===== config.mk =====
export PLATFORM = sky130hd
export DESIGN_NAME = ima_adpcm_byte_decoder_unit
export DESIGN_NICKNAME = d
export VERILOG_FILES = /design/src/rtl/imadec_pkg.sv /design/src/rtl/imadec_nibble.sv /design/src/rtl/ima_adpcm_byte_decoder_unit.sv
export SDC_FILE = /design/constraint.sdc
export NUM_CORES = 1
export LEC_CHECK = 0
export BUFFER_PORTS_ARGS = -buffer_cell sky130_fd_sc_hd__buf_2
export CORE_MARGIN = 1.5
export CORE_UTILIZATION = 30
export DETAILED_ROUTE_END_ITERATION = 12
export GPL_TIMING_DRIVEN = 0
export PLACE_DENSITY = 0.42
export SETUP_SLACK_MARGIN = 0.1
export SLEW_MARGIN = 30
export SYNTH_ARGS = -nofsm -noshare
export SYNTH_HDL_FRONTEND = slang
export SYNTH_SLANG_ARGS = --single-unit

===== constraint.sdc =====
create_clock -name clk -period 14.57 [get_ports clk]
set_input_delay 0 -clock clk [delete_from_list [all_inputs] [get_ports clk]]
set_output_delay 0 -clock clk [all_outputs]
set_load 0.1 [all_outputs]

===== src/rtl/imadec_pkg.sv =====
// Shared types, constants and the IMA step table for the ADPCM byte decoder.
`default_nettype none

package imadec_pkg;

	localparam int unsigned PRED_W  = 32;
	localparam int unsigned IDX_W   = 7;
	localparam int unsigned STEP_W  = 15;
	localparam int unsigned DIFF_W  = 16;
	localparam int unsigned NIB_W   = 4;
	localparam int unsigned CODE_W  = 8;

	localparam logic [IDX_W-1:0] STEP_MAX_INDEX = 7'd88;

	typedef struct packed {
		logic [PRED_W-1:0] pred;
		logic [IDX_W-1:0]  idx;
	} nib_state_t;

	// Standard 89-entry step table; indexes past the end read the last entry.
	function automatic logic [STEP_W-1:0] step_of(input logic [IDX_W-1:0] idx);
		logic [STEP_W-1:0] s;
		unique case (idx)
			7'd0:  s = 15'd7;     7'd1:  s = 15'd8;     7'd2:  s = 15'd9;
			7'd3:  s = 15'd10;    7'd4:  s = 15'd11;    7'd5:  s = 15'd12;
			7'd6:  s = 15'd13;    7'd7:  s = 15'd14;    7'd8:  s = 15'd16;
			7'd9:  s = 15'd17;    7'd10: s = 15'd19;    7'd11: s = 15'd21;
			7'd12: s = 15'd23;    7'd13: s = 15'd25;    7'd14: s = 15'd28;
			7'd15: s = 15'd31;    7'd16: s = 15'd34;    7'd17: s = 15'd37;
			7'd18: s = 15'd41;    7'd19: s = 15'd45;    7'd20: s = 15'd50;
			7'd21: s = 15'd55;    7'd22: s = 15'd60;    7'd23: s = 15'd66;
			7'd24: s = 15'd73;    7'd25: s = 15'd80;    7'd26: s = 15'd88;
			7'd27: s = 15'd97;    7'd28: s = 15'd107;   7'd29: s = 15'd118;
			7'd30: s = 15'd130;   7'd31: s = 15'd143;   7'd32: s = 15'd157;
			7'd33: s = 15'd173;   7'd34: s = 15'd190;   7'd35: s = 15'd209;
			7'd36: s = 15'd230;   7'd37: s = 15'd253;   7'd38: s = 15'd279;
			7'd39: s = 15'd307;   7'd40: s = 15'd337;   7'd41: s = 15'd371;
			7'd42: s = 15'd408;   7'd43: s = 15'd449;   7'd44: s = 15'd494;
			7'd45: s = 15'd544;   7'd46: s = 15'd598;   7'd47: s = 15'd658;
			7'd48: s = 15'd724;   7'd49: s = 15'd796;   7'd50: s = 15'd876;
			7'd51: s = 15'd963;   7'd52: s = 15'd1060;  7'd53: s = 15'd1166;
			7'd54: s = 15'd1282;  7'd55: s = 15'd1411;  7'd56: s = 15'd1552;
			7'd57: s = 15'd1707;  7'd58: s = 15'd1878;  7'd59: s = 15'd2066;
			7'd60: s = 15'd2272;  7'd61: s = 15'd2499;  7'd62: s = 15'd2749;
			7'd63: s = 15'd3024;  7'd64: s = 15'd3327;  7'd65: s = 15'd3660;
			7'd66: s = 15'd4026;  7'd67: s = 15'd4428;  7'd68: s = 15'd4871;
			7'd69: s = 15'd5358;  7'd70: s = 15'd5894;  7'd71: s = 15'd6484;
			7'd72: s = 15'd7132;  7'd73: s = 15'd7845;  7'd74: s = 15'd8630;
			7'd75: s = 15'd9493;  7'd76: s = 15'd10442; 7'd77: s = 15'd11487;
			7'd78: s = 15'd12635; 7'd79: s = 15'd13899; 7'd80: s = 15'd15289;
			7'd81: s = 15'd16818; 7'd82: s = 15'd18500; 7'd83: s = 15'd20350;
			7'd84: s = 15'd22385; 7'd85: s = 15'd24623; 7'd86: s = 15'd27086;
			7'd87: s = 15'd29794;
			default: s = 15'd32767;
		endcase
		return s;
	endfunction

endpackage

`default_nettype wire


===== src/rtl/imadec_nibble.sv =====
// One IMA ADPCM nibble update: step lookup, difference, predictor and index update.
`default_nettype none

module imadec_nibble
	import imadec_pkg::*;
(
	input  nib_state_t       cur,
	input  logic [NIB_W-1:0] code,
	output nib_state_t       nxt
);

	logic [IDX_W-1:0]        idx_c;
	logic [STEP_W-1:0]       step;
	logic [2:0]              mag;
	logic [STEP_W+NIB_W-1:0] prod;
	logic [DIFF_W-1:0]       diff;
	logic [IDX_W-1:0]        inc;
	logic [IDX_W-1:0]        idx_up;

	assign idx_c = (cur.idx > STEP_MAX_INDEX) ? STEP_MAX_INDEX : cur.idx;
	assign step  = step_of(idx_c);
	assign mag   = code[2:0];

	// Difference is step * (2m + 1) / 8.
	assign prod = (STEP_W+NIB_W)'(step) * (STEP_W+NIB_W)'({mag, 1'b1});
	assign diff = prod[STEP_W+NIB_W-1:3];

	// Large magnitudes push the index up by 2*(m-3), small ones pull it down by one.
	assign inc    = {3'b000, 3'(mag - 3'd3), 1'b0};
	assign idx_up = idx_c + inc;

	always_comb begin
		if (mag[2]) begin
			nxt.idx = (idx_up > STEP_MAX_INDEX) ? STEP_MAX_INDEX : idx_up;
		end else begin
			nxt.idx = (idx_c == '0) ? '0 : idx_c - 7'd1;
		end
		if (code[3]) begin
			nxt.pred = cur.pred - PRED_W'(diff);
		end else begin
			nxt.pred = cur.pred + PRED_W'(diff);
		end
	end

endmodule

`default_nettype wire


===== src/rtl/ima_adpcm_byte_decoder_unit.sv =====
// Top level of the IMA ADPCM byte decoder: input register, two nibble updates, result register.
`default_nettype none

// Decodes one byte of 4-bit IMA ADPCM per request, low nibble first, and returns the
// predictor after each nibble as two 32-bit signed samples, with chunk_end copied to
// chunk_last. The predictor wraps modulo 2^32 and the step index saturates at 0 and 88;
// restart zeroes both before its byte is decoded. A request is taken in every cycle
// while the result side keeps up: it is held in the input register, and both nibble
// updates run in the cycle that moves it into the result register, which offers the
// result. The rate is one byte per cycle while the result side keeps up, set by the
// predictor and step index feedback from the result register through both nibbles.
module ima_adpcm_byte_decoder_unit
	import imadec_pkg::*;
(
	input  logic                     clk,
	input  logic                     arst_n,
	input  logic                     in_valid,
	output logic                     in_stall,
	input  logic [CODE_W-1:0]        code_byte,
	input  logic                     restart,
	input  logic                     chunk_end,
	output logic                     out_valid,
	input  logic                     out_stall,
	output logic signed [PRED_W-1:0] first_sample,
	output logic signed [PRED_W-1:0] second_sample,
	output logic                     chunk_last
);

	logic              valid_s1;
	logic [CODE_W-1:0] code_s1;
	logic              restart_s1;
	logic              end_s1;
	logic              valid_s2;
	nib_state_t        state_q;
	nib_state_t        start_st;
	nib_state_t        mid_st;
	nib_state_t        fin_st;
	logic              adv;

	// The input register moves on whenever the result register is free or being taken.
	assign adv      = valid_s1 && !(valid_s2 && out_stall);
	assign in_stall = valid_s1 && !adv;

	always_ff @(posedge clk or negedge arst_n) begin
		if (!arst_n) begin
			valid_s1 <= 1'b0;
		end else if (!in_stall) begin
			valid_s1 <= in_valid;
		end
	end

	always_ff @(posedge clk) begin
		if (!in_stall && in_valid) begin
			code_s1    <= code_byte;
			restart_s1 <= restart;
			end_s1     <= chunk_end;
		end
	end

	assign start_st = restart_s1 ? '0 : state_q;

	imadec_nibble u_nib_lo (
		.cur  (start_st),
		.code (code_s1[NIB_W-1:0]),
		.nxt  (mid_st)
	);

	imadec_nibble u_nib_hi (
		.cur  (mid_st),
		.code (code_s1[CODE_W-1:NIB_W]),
		.nxt  (fin_st)
	);

	always_ff @(posedge clk or negedge arst_n) begin
		if (!arst_n) begin
			valid_s2 <= 1'b0;
			state_q  <= '0;
		end else begin
			if (adv) begin
				valid_s2 <= 1'b1;
				state_q  <= fin_st;
			end else if (!out_stall) begin
				valid_s2 <= 1'b0;
			end
		end
	end

	always_ff @(posedge clk) begin
		if (adv) begin
			first_sample  <= mid_st.pred;
			second_sample <= fin_st.pred;
			chunk_last    <= end_s1;
		end
	end

	assign out_valid = valid_s2;

	a_idx_range: assert property (@(posedge clk) disable iff (!arst_n)
		state_q.idx <= STEP_MAX_INDEX)
		else $error("step index left its range");

	a_restart_idx: assert property (@(posedge clk) disable iff (!arst_n)
		adv && restart_s1 |=> state_q.idx <= 7'd16)
		else $error("step index too large after restart");

	a_hold_state: assert property (@(posedge clk) disable iff (!arst_n)
		!adv |=> $stable(state_q))
		else $error("decoder state changed without a byte");

	a_adv_result: assert property (@(posedge clk) disable iff (!arst_n)
		adv |=> valid_s2 && second_sample == $past(fin_st.pred))
		else $error("result register missed a decoded byte");

endmodule

`default_nettype wire

# Word-level counts from Yosys, hierarchy flattened
# Memories as Yosys holds them, arrays and structs flattened.
# Index checks and enable logic that the tools add are counted.
dict set report totals {
  memories 2
  latchBits 0
  out_inout_bits 67
  in_bits 14
  mem_bits_rw 0
  mem_bits_ro 3840
  reg_bits 116
}
# memory words word_bits rd rd_clocked_by_memory_dff wr line_no
set memory_table {}
lappend memory_table {{(no name shown)} 128 15 1 0 0 imadec_pkg.sv:23} ;# unique case (idx)
lappend memory_table {{(no name shown)} 128 15 1 0 0 imadec_pkg.sv:23}
dict set report op_classes {
  div_mod_pow 0
  n_reduce_logical 9
  shifts 0
  mux 13
  order_cmp 4
  n_mul 2
  n_bitwise 0
  addsub 10
  n_eq_ne 1
}
# op n
set ops {}
lappend ops {{32-bit by 16-bit adder with 32-bit output} 2}
lappend ops {{32-bit two-way mux} 2}
lappend ops {{32-bit by 16-bit subtractor with 32-bit output} 2}
lappend ops {{7-bit two-way mux} 8}
lappend ops {{39-bit two-way mux} 1}
lappend ops {{15-bit by 4-bit multiplier with 19-bit output} 2}
lappend ops {{7-bit > comparator, second input constant} 4}
lappend ops {{7-bit by 4-bit adder with 7-bit output} 2}
lappend ops {{7-bit zero test} 2}
lappend ops {{7-bit by 1-bit subtractor with 7-bit output, second input constant} 2}
lappend ops {{3-bit by 2-bit subtractor with 3-bit output, second input constant} 2}
lappend ops {{1-bit logical AND} 4}
lappend ops {{1-bit zero test} 3}
lappend ops {{1-bit two-way mux} 2}
lappend ops {{2-bit by 1-bit inequality test with 1-bit output, second input constant} 1}

# Longest topological paths before layout
dict set report depth {
  word_depth 13
  ltp_mapped 58
  depth_no_buf 55
}

# Cells and area by module
# A second synthesis with hierarchy kept.
dict set report hier_totals {
  cells_unflattened 1832
  hier_area_um2 15489.9
}
# mod cells_each area_per_inst_um2 n_inst
set by_module_without_submodules {}
lappend by_module_without_submodules {{imadec_nibble (u_nib_lo)} 816 5743.0 1}
lappend by_module_without_submodules {{imadec_nibble (u_nib_hi)} 808 5676.7 1}
lappend by_module_without_submodules {ima_adpcm_byte_decoder_unit 208 4070.2 1}

# Worst setup path after synthesis
# OpenSTA, ideal clock, no wires.
dict set report synth_timing {
  path_kind {register -> register}
  startpoint {register state_q[6] in the netlist's numbering}
  endpoint {register state_q[38] in the netlist's numbering}
  n_path_buf 5
  path_stages_with_launch 53
  setup_time_ns 0.125
  arrival_ns 12.147
  required_time_ns 14.445
  synth_period_minus_slack_ns 12.271
  setup_slack_ns 2.299
  cell_sequence {dfrtp_1 -> buf_2 -> a21oi_1 -> nand3_1 -> inv_1 -> clkbuf_1 -> buf_1 -> ha_1 -> a211oi_1 -> nor2_1 -> a311o_1 -> a31oi_1 -> nand2_1 -> inv_1 -> ha_1 -> clkbuf_1 -> nand2_1 -> nand3_1 -> (+17 left out) -> a211oi_1 -> o21ai_0 -> a21boi_0 -> or2_2 -> o311ai_1 -> clkbuf_1 -> inv_1 -> ha_1 -> mux2i_1 -> ha_1 -> or3_1 -> o31a_1 -> a311oi_1 -> o31ai_1 -> a21oi_1 -> xnor2_1 -> xnor2_1 -> mux2_2}
}
# element line_no
set synth_lines {}
lappend synth_lines {{from (decl)} ima_adpcm_byte_decoder_unit.sv:34} ;# nib_state_t state_q;
lappend synth_lines {{from (signal assigned)} ima_adpcm_byte_decoder_unit.sv:81} ;# state_q <= fin_st;

==> flow_metrics.py <==
metrics = {
    "placed_design": {
        "pre_cts_ws_ps": -1084,
        "hpwl_mm": 44.44,
        "io_buffers": 80,
        "place_area_um2": 16850,
        "gp_congestion": 0.9228,
    },
    "route": {
        "detail_route.wl_per_cell_um": 20.65,
        "wirelength_mm": 56.38,
        "dr.first_iter.drc_count": 1347,
        "vias": 14922,
        "viasPerCell": 5.466,
        "drc": 0,
        "first_pass_iters": 5,
        "antenna_left": 0,
    },
    "synth": {
        "synth-seq-cells": 116,
        "syn_area_per_cell_um2": 8.116,
        "yosysUniqueCellTypes": 99,
        "synth_most_common_cell": "nand2_1",
        "synth-main-ff-cell": "edfxtp_1",
        "syn_area_um2": 15540,
        "synth.area.top_cells": "edfxtp_1 (14%), ha_1 (13%), fa_1 (7.2%)",
        "synth_edf_count": 75,
        "synth_fp_nets": 2141,
        "synth_top_area_frac": 0.1449,
        "yosysWarningCount": 0,
        "synthTopCellsByCount": "nand2_1 (210), nor2_1 (159), ha_1 (156), a21oi_1 (138), inv_1 (137)",
        "syn_inst": 1915,
        "yosysTopAreaCell": "edfxtp_1",
        "async_flop_share": 0.3534,
        "seq_area_frac_synth": 0.2109,
    },
    "die": {
        "die_h_um": 230.6,
        "dieWidth_um": 230.6,
        "coreArea_um2": 51300,
        "rows": 83,
        "pin_count": 81,
        "dieArea_um2": 53180,
        "start_util": 0.3030,
    },
    "cells_and_area": {
        "final_core_util": 0.3468,
        "drive_gt1_frac": 0.1176,
        "diodes": 0,
        "nets": 2263,
        "area_delta_synth_final_pct": 14.48,
        "fin_area_um2": 17790,
    },
    "sta": {
        "timing.final.crit_share": 0.9373,
        "fmax_mhz": 73.23,
        "relSlewSlack": 0.3604,
        "setup_viol": 0,
        "drv_slew": 0,
        "finalSetupTns_ps": 0,
        "rsz0062_at_grt": "no",
        "fin_ws_ps": 914.1,
        "final.min_clock_period_ps": 13660,
        "hold_viol": 0,
        "worst_pin_slew_ps": 956.9,
        "finalClockSkew_ps": 13.84,
    },
    "global_routing": {
        "antenna_found_initial": 0,
        "grt_pass1_wl_mm": 86.56,
        "grt_pass1_vias": 14674,
        "grt_max_degree": 48,
        "grt_usage": 0.2125,
        "gr-total-overflow": 0,
    },
    "setup_path": {
        "critical_path_required_ps": 14930,
        "critPathBufInv": 12,
        "critPathLaunchType": "flip-flop",
        "crit_arrival_ps": 14010,
        "critPathMaxFanout": 19,
        "cp-end-kind": "flip-flop",
        "crit_type": "reg2reg",
        "critPathMaxStageDelay_ps": 560,
        "cp_slowest_cell": "fa_1",
        "path_delay_family": "simple AND/OR/NAND/NOR gates",
    },
    "cts": {
        "cts_sinks": 116,
        "insertion_delay_ps": 480,
        "clockBufferDepth": 2,
        "root_buffer": "clkbuf_16",
        "clkTransAtPathRegs_ps": 60,
        "h-tree-depth": 4,
        "cts_buffers": 17,
        "cts_tree": "yes",
    },
    "run": {
        "max_cap_violations": 0,
    },
    "run_status": {
        "status": "finished clean",
    },
    "min_path": {
        "hold_class": "in2async",
    },
}
## worst register-to-register path: cells and delay by family, from the launching register on
kind,cells,cell delay [ps]
and+or+nand+nor,17,3800
DFF,1,410
AOI/OAI and AO/OA,16,3340
muxes,2,490
adders and majority gates,7,2660
buffers and inverters,12,2300
xor gates and xnor gates,3,520
## kinds of logic after synthesis
kind of cell	count (synthesis)	share of synthesized area
simple gates	649	0.2027
fa+ha+maj	212	0.1977
xor+xnor	109	0.06239
compound gates	562	0.2427
flops	116	0.2109
mux	35	0.02504
buf+inv	232	0.05853
## cells in the final DEF (no fill, tap or decap), drive strengths merged, types with 21 or more instances in the layout
cell      n
a211oi   24
a21o     24
a21oi   140
a31oi    34
and2     34
buf     108
clkbuf   91
dfrtp    41
edfxtp   75
fa       56
ha      156
inv     139
mux2     21
nand2   210
nand2b   22
nand3    41
nor2    159
nor2b    46
nor3     46
o211ai   22
o21ai   119
o31ai    37
xnor2    74
xor2     35
## final cells by class
type | instances | area [µm²]
timing repair buffer | 103 | 630.6
fill | 5446 | 33510
sequential | 116 | 3278
tap | 680 | 850.8
inverter | 140 | 529.3
buffer | 92 | 414.1
clock buffer | 18 | 439.2
multi-input combinational | 1567 | 11500
clock inverter | 14 | 152.6
## state kept, by name, indices dropped and copies added, names as in the netlist
| signal | cells |
|---|---|
| valid_s1 | 1 |
| restart_s1 | 1 |
| end_s1 | 1 |
| first_sample | 32 |
| state_q | 39 |
| second_sample | 32 |
| chunk_last | 1 |
| code_s1 | 8 |
| out_valid | 1 |
## timing repair
action	in CTS	in global routing
setup endpoints to repair	32	27
buffers inserted	0	8
hold buffers	14	0
endpoints found under the hold margin	53	0
pin swaps	0	3
resized for setup	12	42
## layer usage
layer  vias up  share of wire  GRT usage
li1       7193              -          -
met1      7171           0.44     0.2692
met2       460           0.49     0.3697
met3        98          0.044    0.02668
met4         0          0.025    0.07455
met5         -              0          0
## path summary, 6_finish.rpt
| path | start | end | slack, ps | depth (start not counted) |
|---|---|---|---|---|
| max | state_q[6]$_DFFE_PN0P_ | state_q[38]$_DFFE_PN0P_ | 910 | 57 |
| min | arst_n | out_valid$_DFFE_PN0P_ | 100 | 2 |
| max reg2reg | state_q[6]$_DFFE_PN0P_ | state_q[38]$_DFFE_PN0P_ | 910 | 57 |
| min reg2reg | end_s1$_DFFE_PP_ | chunk_last$_DFFE_PP_ | 430 | 0 |
| max in group asynchronous | arst_n | state_q[19]$_DFFE_PN0P_ | 14020 | 2 |
| min in group clk | code_byte[3] | code_s1[3]$_DFFE_PP_ | 220 | 2 |
## metrics by stage
stage,hold slack (ps),std cells
5_1_grt,152.3,2730
4_1_cts,113.7,2722
3_5_place_dp,81.06,2676
3_3_place_gp,176.4,2675
2_1_floorplan,-295.6,1915
6_report,100.9,2730
Power is not shown: default switching activity piles up to over one toggle a cycle in this logic, so the estimate is an artifact.
